## src/deadline_ordered_task_queue_top_assert.svh

```systemverilog
// ----------------------------------------------------------------------------
// deadline ordered task queue assertion macros
// concurrent checks, empty when SYNTHESIS is defined
// ----------------------------------------------------------------------------
`ifndef DEADLINE_ORDERED_TASK_QUEUE_TOP_ASSERT_SVH
`define DEADLINE_ORDERED_TASK_QUEUE_TOP_ASSERT_SVH

`ifndef SYNTHESIS
// property must hold at every clock edge outside reset
`define DOTQ_ASSERT(label, clk, rstn, prop) \
    label: assert property (@(posedge clk) disable iff (!rstn) prop) \
        else $error("dotq assertion failed");
// condition must never be true
`define DOTQ_ASSERT_NEVER(label, clk, rstn, cond) \
    `DOTQ_ASSERT(label, clk, rstn, !(cond))
`else
`define DOTQ_ASSERT(label, clk, rstn, prop)
`define DOTQ_ASSERT_NEVER(label, clk, rstn, cond)
`endif

`endif

```

## src/dotq_pkg.sv

```systemverilog
// ----------------------------------------------------------------------------
// dotq_pkg
// shared widths, operation and status codes, sequencer states
// ----------------------------------------------------------------------------
`default_nettype none

package dotq_pkg;

    localparam int FUNC_W   = 2;
    localparam int TASK_W   = 16;
    localparam int DL_W     = 32;
    localparam int STATUS_W = 3;
    localparam int ENTRY_W  = TASK_W + DL_W;

    localparam logic [FUNC_W-1:0] FUNC_ENQUEUE = 2'd0;
    localparam logic [FUNC_W-1:0] FUNC_POLL    = 2'd1;
    localparam logic [FUNC_W-1:0] FUNC_CLOSE   = 2'd2;

    localparam logic [STATUS_W-1:0] STAT_ACCEPTED  = 3'd0;
    localparam logic [STATUS_W-1:0] STAT_FULL      = 3'd1;
    localparam logic [STATUS_W-1:0] STAT_DELIVERED = 3'd2;
    localparam logic [STATUS_W-1:0] STAT_NOT_DUE   = 3'd3;
    localparam logic [STATUS_W-1:0] STAT_FINISHED  = 3'd4;

    typedef enum logic [3:0] {
        S_IDLE   = 4'b0001,
        S_SCAN   = 4'b0010,
        S_DECIDE = 4'b0100,
        S_SHIFT  = 4'b1000
    } state_t;

    // operands of the shared deadline comparator
    typedef struct packed {
        logic [DL_W-1:0] lhs;
        logic [DL_W-1:0] rhs;
    } cmp_req_t;

endpackage

`default_nettype wire

```

## src/dotq_if.sv

```systemverilog
// ----------------------------------------------------------------------------
// dotq channel interfaces
// request and response channels with valid / ready handshake
// ----------------------------------------------------------------------------
`default_nettype none

interface dotq_req_if
    import dotq_pkg::*;
();
    logic                valid;
    logic                ready;
    logic [FUNC_W-1:0]   func;
    logic [TASK_W-1:0]   task_id;
    logic [DL_W-1:0]     deadline;
    logic [DL_W-1:0]     current_time;

    modport source (output valid, func, task_id, deadline, current_time, input ready);
    modport sink   (input valid, func, task_id, deadline, current_time, output ready);
endinterface

interface dotq_rsp_if
    import dotq_pkg::*;
();
    logic                valid;
    logic                ready;
    logic [STATUS_W-1:0] status;
    logic [TASK_W-1:0]   out_task;

    modport source (output valid, status, out_task, input ready);
    modport sink   (input valid, status, out_task, output ready);
endinterface

`default_nettype wire

```

## src/dotq_ram.sv

```systemverilog
// ----------------------------------------------------------------------------
// dotq_ram
// generic single write port ram with one registered read port
// ----------------------------------------------------------------------------
`default_nettype none

module dotq_ram #(
    parameter int WIDTH = 8,
    parameter int DEPTH = 16
) (
    input  logic                     clk,
    input  logic                     we,
    input  logic [$clog2(DEPTH)-1:0] waddr,
    input  logic [WIDTH-1:0]         wdata,
    input  logic [$clog2(DEPTH)-1:0] raddr,
    output logic [WIDTH-1:0]         rdata
);

    logic [WIDTH-1:0] mem_reg [DEPTH];

    always_ff @(posedge clk)
    begin
        if (we)
        begin
            mem_reg[waddr] <= wdata;
        end
        rdata <= mem_reg[raddr];
    end

endmodule

`default_nettype wire

```

## src/dotq_cmp.sv

```systemverilog
// ----------------------------------------------------------------------------
// dotq_cmp
// shared unsigned deadline comparator
// ----------------------------------------------------------------------------
`default_nettype none

module dotq_cmp
    import dotq_pkg::*;
(
    input  cmp_req_t operands,
    output logic     lt
);

    assign lt = operands.lhs < operands.rhs;

endmodule

`default_nettype wire

```

## src/dotq_ctrl.sv

```systemverilog
// ----------------------------------------------------------------------------
// dotq_ctrl
// sequencer: enqueue, close, earliest deadline scan, removal by shifting
// ----------------------------------------------------------------------------
`default_nettype none
`include "deadline_ordered_task_queue_top_assert.svh"

module dotq_ctrl
    import dotq_pkg::*;
#(
    parameter int QUEUE_DEPTH = 16
) (
    input  logic                             clk,
    input  logic                             rst_n,
    dotq_req_if.sink                         req,
    dotq_rsp_if.source                       rsp,
    output logic                             ram_we,
    output logic [$clog2(QUEUE_DEPTH)-1:0]   ram_waddr,
    output logic [ENTRY_W-1:0]               ram_wdata,
    output logic [$clog2(QUEUE_DEPTH)-1:0]   ram_raddr,
    input  logic [ENTRY_W-1:0]               ram_rdata,
    output cmp_req_t                         cmp_req,
    input  logic                             cmp_lt
);

    localparam int AW = $clog2(QUEUE_DEPTH);
    localparam int CW = $clog2(QUEUE_DEPTH + 1);

    state_t              state_reg, state_next;
    logic [CW-1:0]       count_reg, count_next;
    logic                closed_reg, closed_next;
    logic [AW-1:0]       idx_reg, idx_next;
    logic [AW-1:0]       best_idx_reg, best_idx_next;
    logic [DL_W-1:0]     best_dl_reg, best_dl_next;
    logic [TASK_W-1:0]   best_task_reg, best_task_next;
    logic [DL_W-1:0]     now_reg, now_next;
    logic                out_valid_reg, out_valid_next;
    logic [STATUS_W-1:0] out_status_reg, out_status_next;
    logic [TASK_W-1:0]   out_task_reg, out_task_next;

    logic                in_ready;
    logic                in_fire;
    logic                out_fire;
    logic                load_res;
    logic [STATUS_W-1:0] res_status;
    logic [TASK_W-1:0]   res_task;
    logic [DL_W-1:0]     rd_dl;
    logic [TASK_W-1:0]   rd_task;
    logic [CW-1:0]       count_last;
    logic [CW-1:0]       idx_plus2;

    assign in_ready   = (state_reg == S_IDLE) && (!out_valid_reg || rsp.ready);
    assign in_fire    = req.valid && in_ready;
    assign out_fire   = out_valid_reg && rsp.ready;
    assign req.ready  = in_ready;

    assign rsp.valid    = out_valid_reg;
    assign rsp.status   = out_status_reg;
    assign rsp.out_task = out_task_reg;

    assign rd_dl      = ram_rdata[DL_W-1:0];
    assign rd_task    = ram_rdata[DL_W +: TASK_W];
    assign count_last = count_reg - CW'(1);
    assign idx_plus2  = CW'(idx_reg) + CW'(2);

    // scan compares the fresh entry, decide compares the current tick
    always_comb
    begin
        cmp_req.rhs = best_dl_reg;
        if (state_reg == S_SCAN)
        begin
            cmp_req.lhs = rd_dl;
        end
        else
        begin
            cmp_req.lhs = now_reg;
        end
    end

    always_comb
    begin
        state_next     = state_reg;
        count_next     = count_reg;
        closed_next    = closed_reg;
        idx_next       = idx_reg;
        best_idx_next  = best_idx_reg;
        best_dl_next   = best_dl_reg;
        best_task_next = best_task_reg;
        now_next       = now_reg;
        load_res       = 1'b0;
        res_status     = STAT_NOT_DUE;
        res_task       = '0;
        ram_we         = 1'b0;
        ram_waddr      = idx_reg;
        ram_wdata      = ram_rdata;
        ram_raddr      = '0;

        case (state_reg)
            S_IDLE:
            begin
                if (in_fire)
                begin
                    now_next = req.current_time;
                    case (req.func)
                        FUNC_ENQUEUE:
                        begin
                            load_res = 1'b1;
                            if (count_reg == CW'(QUEUE_DEPTH))
                            begin
                                res_status = STAT_FULL;
                            end
                            else
                            begin
                                ram_we     = 1'b1;
                                ram_waddr  = count_reg[AW-1:0];
                                ram_wdata  = {req.task_id, req.deadline};
                                count_next = count_reg + CW'(1);
                                res_status = STAT_ACCEPTED;
                            end
                        end
                        FUNC_POLL:
                        begin
                            if (count_reg == '0)
                            begin
                                load_res   = 1'b1;
                                res_status = closed_reg ? STAT_FINISHED : STAT_NOT_DUE;
                            end
                            else
                            begin
                                ram_raddr  = '0;
                                idx_next   = '0;
                                state_next = S_SCAN;
                            end
                        end
                        FUNC_CLOSE:
                        begin
                            closed_next = 1'b1;
                            load_res    = 1'b1;
                            res_status  = STAT_ACCEPTED;
                        end
                        default:
                        begin
                            load_res   = 1'b1;
                            res_status = STAT_NOT_DUE;
                        end
                    endcase
                end
            end
            S_SCAN:
            begin
                // strict compare keeps the oldest entry among equal deadlines
                if ((idx_reg == '0) || cmp_lt)
                begin
                    best_idx_next  = idx_reg;
                    best_dl_next   = rd_dl;
                    best_task_next = rd_task;
                end
                if (CW'(idx_reg) == count_last)
                begin
                    state_next = S_DECIDE;
                end
                else
                begin
                    idx_next  = idx_reg + AW'(1);
                    ram_raddr = idx_reg + AW'(1);
                end
            end
            S_DECIDE:
            begin
                load_res = 1'b1;
                if (!cmp_lt)
                begin
                    res_status = STAT_DELIVERED;
                    res_task   = best_task_reg;
                    if (CW'(best_idx_reg) == count_last)
                    begin
                        count_next = count_last;
                        state_next = S_IDLE;
                    end
                    else
                    begin
                        ram_raddr  = best_idx_reg + AW'(1);
                        idx_next   = best_idx_reg;
                        state_next = S_SHIFT;
                    end
                end
                else
                begin
                    res_status = STAT_NOT_DUE;
                    state_next = S_IDLE;
                end
            end
            S_SHIFT:
            begin
                // entry idx+1 arrives from the ram and moves down one slot
                ram_we    = 1'b1;
                ram_waddr = idx_reg;
                ram_wdata = ram_rdata;
                if (idx_plus2 == count_reg)
                begin
                    count_next = count_last;
                    state_next = S_IDLE;
                end
                else
                begin
                    idx_next  = idx_reg + AW'(1);
                    ram_raddr = idx_plus2[AW-1:0];
                end
            end
            default:
            begin
                state_next = S_IDLE;
            end
        endcase
    end

    always_comb
    begin
        out_valid_next  = out_valid_reg;
        out_status_next = out_status_reg;
        out_task_next   = out_task_reg;
        if (load_res)
        begin
            out_valid_next  = 1'b1;
            out_status_next = res_status;
            out_task_next   = res_task;
        end
        else if (out_fire)
        begin
            out_valid_next = 1'b0;
        end
    end

    always_ff @(posedge clk or negedge rst_n)
    begin
        if (!rst_n)
        begin
            state_reg     <= S_IDLE;
            count_reg     <= '0;
            closed_reg    <= 1'b0;
            out_valid_reg <= 1'b0;
        end
        else
        begin
            state_reg     <= state_next;
            count_reg     <= count_next;
            closed_reg    <= closed_next;
            out_valid_reg <= out_valid_next;
        end
    end

    always_ff @(posedge clk)
    begin
        idx_reg        <= idx_next;
        best_idx_reg   <= best_idx_next;
        best_dl_reg    <= best_dl_next;
        best_task_reg  <= best_task_next;
        now_reg        <= now_next;
        out_status_reg <= out_status_next;
        out_task_reg   <= out_task_next;
    end

    `DOTQ_ASSERT_NEVER(a_count_max, clk, rst_n, count_reg > CW'(QUEUE_DEPTH))
    `DOTQ_ASSERT_NEVER(a_scan_idx, clk, rst_n, (state_reg == S_SCAN) && (CW'(idx_reg) >= count_reg))
    `DOTQ_ASSERT(a_poll_scan, clk, rst_n, in_fire && (req.func == FUNC_POLL) && (count_reg != '0) |=> (state_reg == S_SCAN))
    `DOTQ_ASSERT_NEVER(a_no_overwrite, clk, rst_n, load_res && out_valid_reg && !rsp.ready)

endmodule

`default_nettype wire

```

## src/deadline_ordered_task_queue_top.sv

```systemverilog
// ----------------------------------------------------------------------------
// deadline_ordered_task_queue_top
// bounded task queue that hands out tasks in deadline order
// ----------------------------------------------------------------------------
// req carries one operation per transaction: enqueue a task id with its
// deadline, poll with the current tick, or close. rsp returns exactly one
// status transaction per request, with the task id on a delivery.
// enqueue and close finish in the accept cycle; the response is valid on
// the next cycle. a poll on a non-empty queue reads the entries one per
// cycle through the single ram read port and one deadline comparator:
// a scan over every stored task, a decide step, then moving the later
// entries down a slot after a removal.
// req.ready is high only while the sequencer is idle and the response
// register is empty or being taken, so a stalled receiver holds back
// new requests without losing any response.
// reset empties the queue and clears the closed flag; no clearing pass.
// ----------------------------------------------------------------------------
`default_nettype none

module deadline_ordered_task_queue_top
    import dotq_pkg::*;
#(
    parameter int QUEUE_DEPTH = 16
) (
    input  logic       clk,
    input  logic       rst_n,
    dotq_req_if.sink   req,
    dotq_rsp_if.source rsp
);

    localparam int AW = $clog2(QUEUE_DEPTH);

    logic               ram_we;
    logic [AW-1:0]      ram_waddr;
    logic [ENTRY_W-1:0] ram_wdata;
    logic [AW-1:0]      ram_raddr;
    logic [ENTRY_W-1:0] ram_rdata;
    cmp_req_t           cmp_req;
    logic               cmp_lt;

    dotq_ctrl #(
        .QUEUE_DEPTH (QUEUE_DEPTH)
    ) u_ctrl (
        .clk       (clk),
        .rst_n     (rst_n),
        .req       (req),
        .rsp       (rsp),
        .ram_we    (ram_we),
        .ram_waddr (ram_waddr),
        .ram_wdata (ram_wdata),
        .ram_raddr (ram_raddr),
        .ram_rdata (ram_rdata),
        .cmp_req   (cmp_req),
        .cmp_lt    (cmp_lt)
    );

    dotq_ram #(
        .WIDTH (ENTRY_W),
        .DEPTH (QUEUE_DEPTH)
    ) u_ram (
        .clk   (clk),
        .we    (ram_we),
        .waddr (ram_waddr),
        .wdata (ram_wdata),
        .raddr (ram_raddr),
        .rdata (ram_rdata)
    );

    dotq_cmp u_cmp (
        .operands (cmp_req),
        .lt       (cmp_lt)
    );

endmodule

`default_nettype wire

```

## src/flat_wrapper.sv

```systemverilog
// flat-port wrapper written by rule: the top's interface ports become plain ports
module deadline_ordered_task_queue_top_flat import dotq_pkg::*;
#(
    parameter int QUEUE_DEPTH = 16
)
  (clk, rst_n, req_valid, req_func, req_task_id, req_deadline, req_current_time, req_ready, rsp_valid, rsp_status, rsp_out_task, rsp_ready);
  dotq_req_if req_i ();
  dotq_rsp_if rsp_i ();
  input  logic clk;
  input  logic rst_n;
  input wire logic [$bits(req_i.valid)-1:0] req_valid;
  input wire logic [$bits(req_i.func)-1:0] req_func;
  input wire logic [$bits(req_i.task_id)-1:0] req_task_id;
  input wire logic [$bits(req_i.deadline)-1:0] req_deadline;
  input wire logic [$bits(req_i.current_time)-1:0] req_current_time;
  output wire logic [$bits(req_i.ready)-1:0] req_ready;
  output wire logic [$bits(rsp_i.valid)-1:0] rsp_valid;
  output wire logic [$bits(rsp_i.status)-1:0] rsp_status;
  output wire logic [$bits(rsp_i.out_task)-1:0] rsp_out_task;
  input wire logic [$bits(rsp_i.ready)-1:0] rsp_ready;
  assign req_i.valid = req_valid;
  assign req_i.func = req_func;
  assign req_i.task_id = req_task_id;
  assign req_i.deadline = req_deadline;
  assign req_i.current_time = req_current_time;
  assign req_ready = req_i.ready;
  assign rsp_valid = rsp_i.valid;
  assign rsp_status = rsp_i.status;
  assign rsp_out_task = rsp_i.out_task;
  assign rsp_i.ready = rsp_ready;
  deadline_ordered_task_queue_top #(.QUEUE_DEPTH(QUEUE_DEPTH)) u_core (.clk(clk), .rst_n(rst_n), .req(req_i), .rsp(rsp_i));
endmodule
```

## config.mk

```make
export PLATFORM = sky130hd
export DESIGN_NAME = deadline_ordered_task_queue_top_flat
export DESIGN_NICKNAME = d
export VERILOG_FILES = /design/src/dotq_pkg.sv /design/src/dotq_if.sv /design/src/dotq_ram.sv /design/src/dotq_cmp.sv /design/src/dotq_ctrl.sv /design/src/deadline_ordered_task_queue_top.sv /design/src/flat_wrapper.sv
export VERILOG_INCLUDE_DIRS = /design/src /design/src/src
export SDC_FILE = /design/constraint.sdc
export NUM_CORES = 1
export LEC_CHECK = 0
export ABC_CLOCK_PERIOD_IN_PS = 10900
export BUFFER_PORTS_ARGS = -buffer_cell sky130_fd_sc_hd__buf_2
export CORE_MARGIN = 4
export CORE_UTILIZATION = 45
export CTS_CLUSTER_DIAMETER = 200
export DETAILED_ROUTE_END_ITERATION = 6
export GPL_TIMING_DRIVEN = 0
export SLEW_MARGIN = 0
export SYNTH_ARGS = -nofsm -noshare
export SYNTH_HDL_FRONTEND = slang
export SYNTH_SLANG_ARGS = --single-unit
```

## constraint.sdc

```tcl
create_clock -name clk -period 10.9 [get_ports clk]
set_input_delay 0.545 -clock clk [delete_from_list [all_inputs] [get_ports clk]]
set_output_delay 0.545 -clock clk [all_outputs]
set_load 0.02 [all_outputs]
```

==> out/metrics.csv <==
stage,metric,value,unit
final_layout,Nets,2485,
grt,M2 GR Usage,34.67,%
cts,CTS tree,yes,
cts,post-CTS setup buffers,0,
place,routability cong.,0.8301,
cts,Clock Pin Slew Worst Setup and Hold Paths,0.06,ns
grt,Total GRT Usage,21.01,%
worst_hold_path,hold crit path type,primary input to flip-flop,
timing,f_max,145.4,MHz
timing,Worst-Margin Slew,1.299,ns
pwr,sw frac,25.49,%
yosys,Mapped Cells,2121,
pwr,Power Dens Cells,223.7,nW/µm²
final_layout,sequential cell area,27510,µm²
place,HPWL after DPL,60510,µm
flow_run,Max Cap Viol,0,
outcome,status,completed,
route,Initial DRC Count,1844,
timing,"Hold Vio Cnt, Final",0,
route,# DRC,0,
yosys,syn_nets,2245,
route,drt wl/cell,26.39,µm
timing,Slew HR,12.65,%
grt,initial antenna violation count,0,
floorplanning,die height,293.3,µm
grt,largest net degree at the start of global routing,27,
route,Via density,5.694,
worst_setup_path,Crit path max-delay family,simple AND/OR/NAND/NOR gates,
floorplanning,starting density of the core,45.49,%
yosys,synth unique cells,58,
cts,Clock Path Buffers,3,
route,Post-DRT Antenna Nets,0,
floorplanning,chip width,293.3,µm
yosys,syn avg cell area,17.27,µm²
timing,unrepaired setup endpoints after global routing,no,
yosys,"Top FF cell, synth",edfxtp_1,
pwr,Gate power share,14.4,%
cts,CTS root buffer,clkbuf_16,
worst_setup_path,worst-path maximum fanout,10,
final_layout,max reg flops,768,
pwr,"IR drop worst, VDD",0.1400,mV
final_layout,Multi-input gate area,8632,µm²
cts,TritonCTS Sinks,934,
worst_setup_path,worst-path cell chain,"nor4b_4, clkbuf_1, nand2_1, nand2_1, ha_1, nand4_1, nor4_1, nand3_1, o22ai_1, nor2_1, o31ai_1, or3_1, buf_2, clkbuf_1, o22ai_1, or4_1",
final_layout,Syn-to-layout area delta,17.14,%
timing,Final setup viols,0,
timing,setup TNS,0,ns
worst_setup_path,CP max stage cell,o31ai_1,
yosys,Ys Warns,0,
grt,first-pass GRT wire length,132500,µm
timing,Final Max Tran Viols,0,
worst_setup_path,Critical Path Max Stage Delay,1.08,ns
worst_setup_path,Worst EP arrival,7.37,ns
cts,Inserted Clock Buffers,95,
pwr,Internal Power,7.153,mW
timing,clk_skew,0.02620,ns
cts,clock latency at the later pin of the worst-skew pair,0.64,ns
final_layout,layout cells sized above 1,21.78,%
yosys,Yosys reg bits,934,
floorplanning,Top Ports,107,
grt,GR Layer Usage met3,4.422,%
floorplanning,Row Count,104,
worst_setup_path,"Req. time, crit path",11.39,ns
yosys,Synth async-reset ratio,1.178,%
worst_setup_path,crit path capture type,flip-flop,
pwr,clock power share,36.9,%
grt,grt ovf,0,
floorplanning,Core Box Area,80550,µm²
place,IO Port Bufs,106,
route,total number of vias,19952,
worst_setup_path,CP bufs+invs,3,
cts,H-tree depth,3,
pwr,Seq pwr share,48.7,%
worst_setup_path,crit start category,flip-flop,
floorplanning,die footprint,86050,µm²
yosys,"Cell Area, Synth",36640,µm²
yosys,post-synthesis sequential area ratio,75.09,%
grt,GR peak layer,met2,
pwr,LEAKAGE,16.36,nW
pwr,net switching power figure,2.448,mW
worst_setup_path,type of the worst setup path,flip-flop to flip-flop,
yosys,"EDFF count, synth",875,
final_layout,fill cell count,6281,
grt,vias in the first global route,20338,
grt,met1 Usage GRT,28.39,%
timing,Tcrit/Tclk final,63.12,%
final_layout,Final Core Density,53.28,%
route,drt total wl,92460,µm
timing,Tmin final,6.880,ns
route,drt pass-1 iters,6,
-- per-stage QoR --
step | hold slack (ns) | worst slack (ns) | instance area [µm²] | instances | total power, mW
after floorplan | 0.2494 | 5.514 | 36640 | 2121 | 5.564
after global placement | 0.4152 | 1.654 | 38490 | 3287 | 6.022
after detailed placement | 0.4141 | 4.204 | 39440 | 3323 | 6.123
after CTS | 0.04205 | 4.143 | 42920 | 3503 | 9.656
after global routing | 0.05045 | 3.690 | 42920 | 3503 | 9.955
final | 0.07975 | 4.020 | 42920 | 3504 | 9.601
-- area by class of cell --
cell class | instances | area share (%)
Buffer | 107 | 1.111
Inverter | 43 | 0.3761
Tap cell | 1060 | 3.090
Clock inverter | 56 | 1.848
Clock buffer | 123 | 6.239
Sequential cell | 934 | 64.10
Multi-Input combinational cell | 1037 | 20.11
Antenna cell | 1 | 0.005831
Timing Repair Buffer | 143 | 3.114
-- worst reg2reg max path, cell delays in order (launching register included) --
cell	delay [ns]
dfrtp_1	0.45
nor4b_4	0.70
clkbuf_1	0.62
nand2_1	0.12
nand2_1	0.09
ha_1	0.14
nand4_1	0.13
nor4_1	0.76
nand3_1	0.17
o22ai_1	0.20
nor2_1	0.12
o31ai_1	1.08
or3_1	0.30
buf_2	0.39
clkbuf_1	0.76
o22ai_1	0.20
or4_1	0.52
-- synth_stat cells, types with 3 or more instances --
master	count	area share, %
a22o_1	33	0.79
nand4_1	6	0.10
o2bb2ai_1	30	0.72
inv_1	43	0.44
nand3_1	10	0.14
nor2_1	36	0.37
mux2i_1	291	8.0
buf_1	7	0.072
a31oi_1	6	0.10
o21a_1	3	0.061
nor3_1	10	0.14
dfrtp_1	10	0.68
nor4b_1	3	0.072
a21o_1	4	0.082
o21ai_0	14	0.19
xor2_1	14	0.33
or4_1	48	0.98
o31ai_1	4	0.082
clkbuf_1	40	0.41
o22ai_1	130	2.2
xnor2_1	9	0.22
and3_1	4	0.068
edfxtp_1	875	72
buf_2	60	0.82
dfxtp_1	48	2.6
nand3b_1	7	0.14
nor3b_1	6	0.12
ha_1	38	1.3
a21oi_1	23	0.31
and2_1	17	0.29
nand2_1	115	1.2
mux2_2	144	4.4
-- cells in the final DEF, fill, tap and decap left out, drive strengths merged, types with 3 or more instances in the layout --
cell,synthesis,routed
and2,17,17
nand2,115,115
nand4,6,6
o21ai,14,14
nand3b,7,7
nor3b,6,6
mux2,144,144
o22ai,130,130
a31oi,7,7
xor2,14,14
o31ai,4,4
and3,4,4
clkbuf,40,163
nor2,36,36
dfrtp,10,10
a22o,33,33
buf,67,209
xnor2,9,9
nor3,11,11
o2bb2ai,30,30
o21a,3,3
a21o,4,4
inv,43,47
or4,48,48
clkinvlp,0,5
edfxtp,875,875
mux2i,291,291
nand3,10,10
nor4b,4,4
a21oi,23,23
dfxtp,48,48
clkinv,0,28
bufinv,0,19
ha,38,38
-- path summary, 6_finish.rpt --
| kind | startpoint | to | slack [ns] | cells past startpoint |
|---|---|---|---|---|
| min | req_current_time[27] | u_core.u_ctrl.now_reg[27] | 0.08 | 1 |
| max reg2reg | u_core.u_ctrl.state_reg[2] | u_core.u_ram.rdata[32] | 4.02 | 16 |
| min in group asynchronous | rst_n | u_core.u_ctrl.state_reg[2] | 0.33 | 2 |
| max | u_core.u_ctrl.state_reg[2] | u_core.u_ram.rdata[32] | 4.02 | 16 |
| max in group asynchronous | rst_n | u_core.u_ctrl.state_reg[0] | 10.28 | 2 |
| min reg2reg | u_core.u_ram.rdata[45] | u_core.u_ctrl.best_task_reg[13] | 0.43 | 0 |
-- timing repair --
action | in CTS | in global routing
gates resized for setup | 0 | 0
hold endpoints to repair | 10 | 0
hold buffers | 1 | 0
-- power by group through the flow --
| stage | clock network (mW) | logic [mW] | registers (mW) |
|---|---|---|---|
| after floorplan | 0 | 0.866 | 4.70 |
| after global placement | 0 | 1.26 | 4.76 |
| after detailed placement | 0 | 1.38 | 4.75 |
| after CTS | 3.60 | 1.38 | 4.68 |
| after global routing | 3.75 | 1.51 | 4.70 |
| final | 3.54 | 1.38 | 4.68 |
-- cells by family (layout without fill, tap and decap cells) --
logic type,Yosys count,after routing,synth area share (%)
multiplexers,435,435,12.38
AND/OR/NAND/NOR,273,273,3.866
other,0,1,0
adder cells (fa/ha/maj),38,38,1.298
flip-flops,934,934,75.09
XOR/XNOR,23,23,0.5498
buffers and inverters,150,472,1.742
AO/OA/AOI/OAI,268,268,5.075
-- layer usage --
layer	part of all wire, %	vias up
met5	0	-
met1	43	10281
li1	-	8867
met2	48	674
met4	2.3	0
met3	7.1	130
Power figures use the tool's default switching activity.
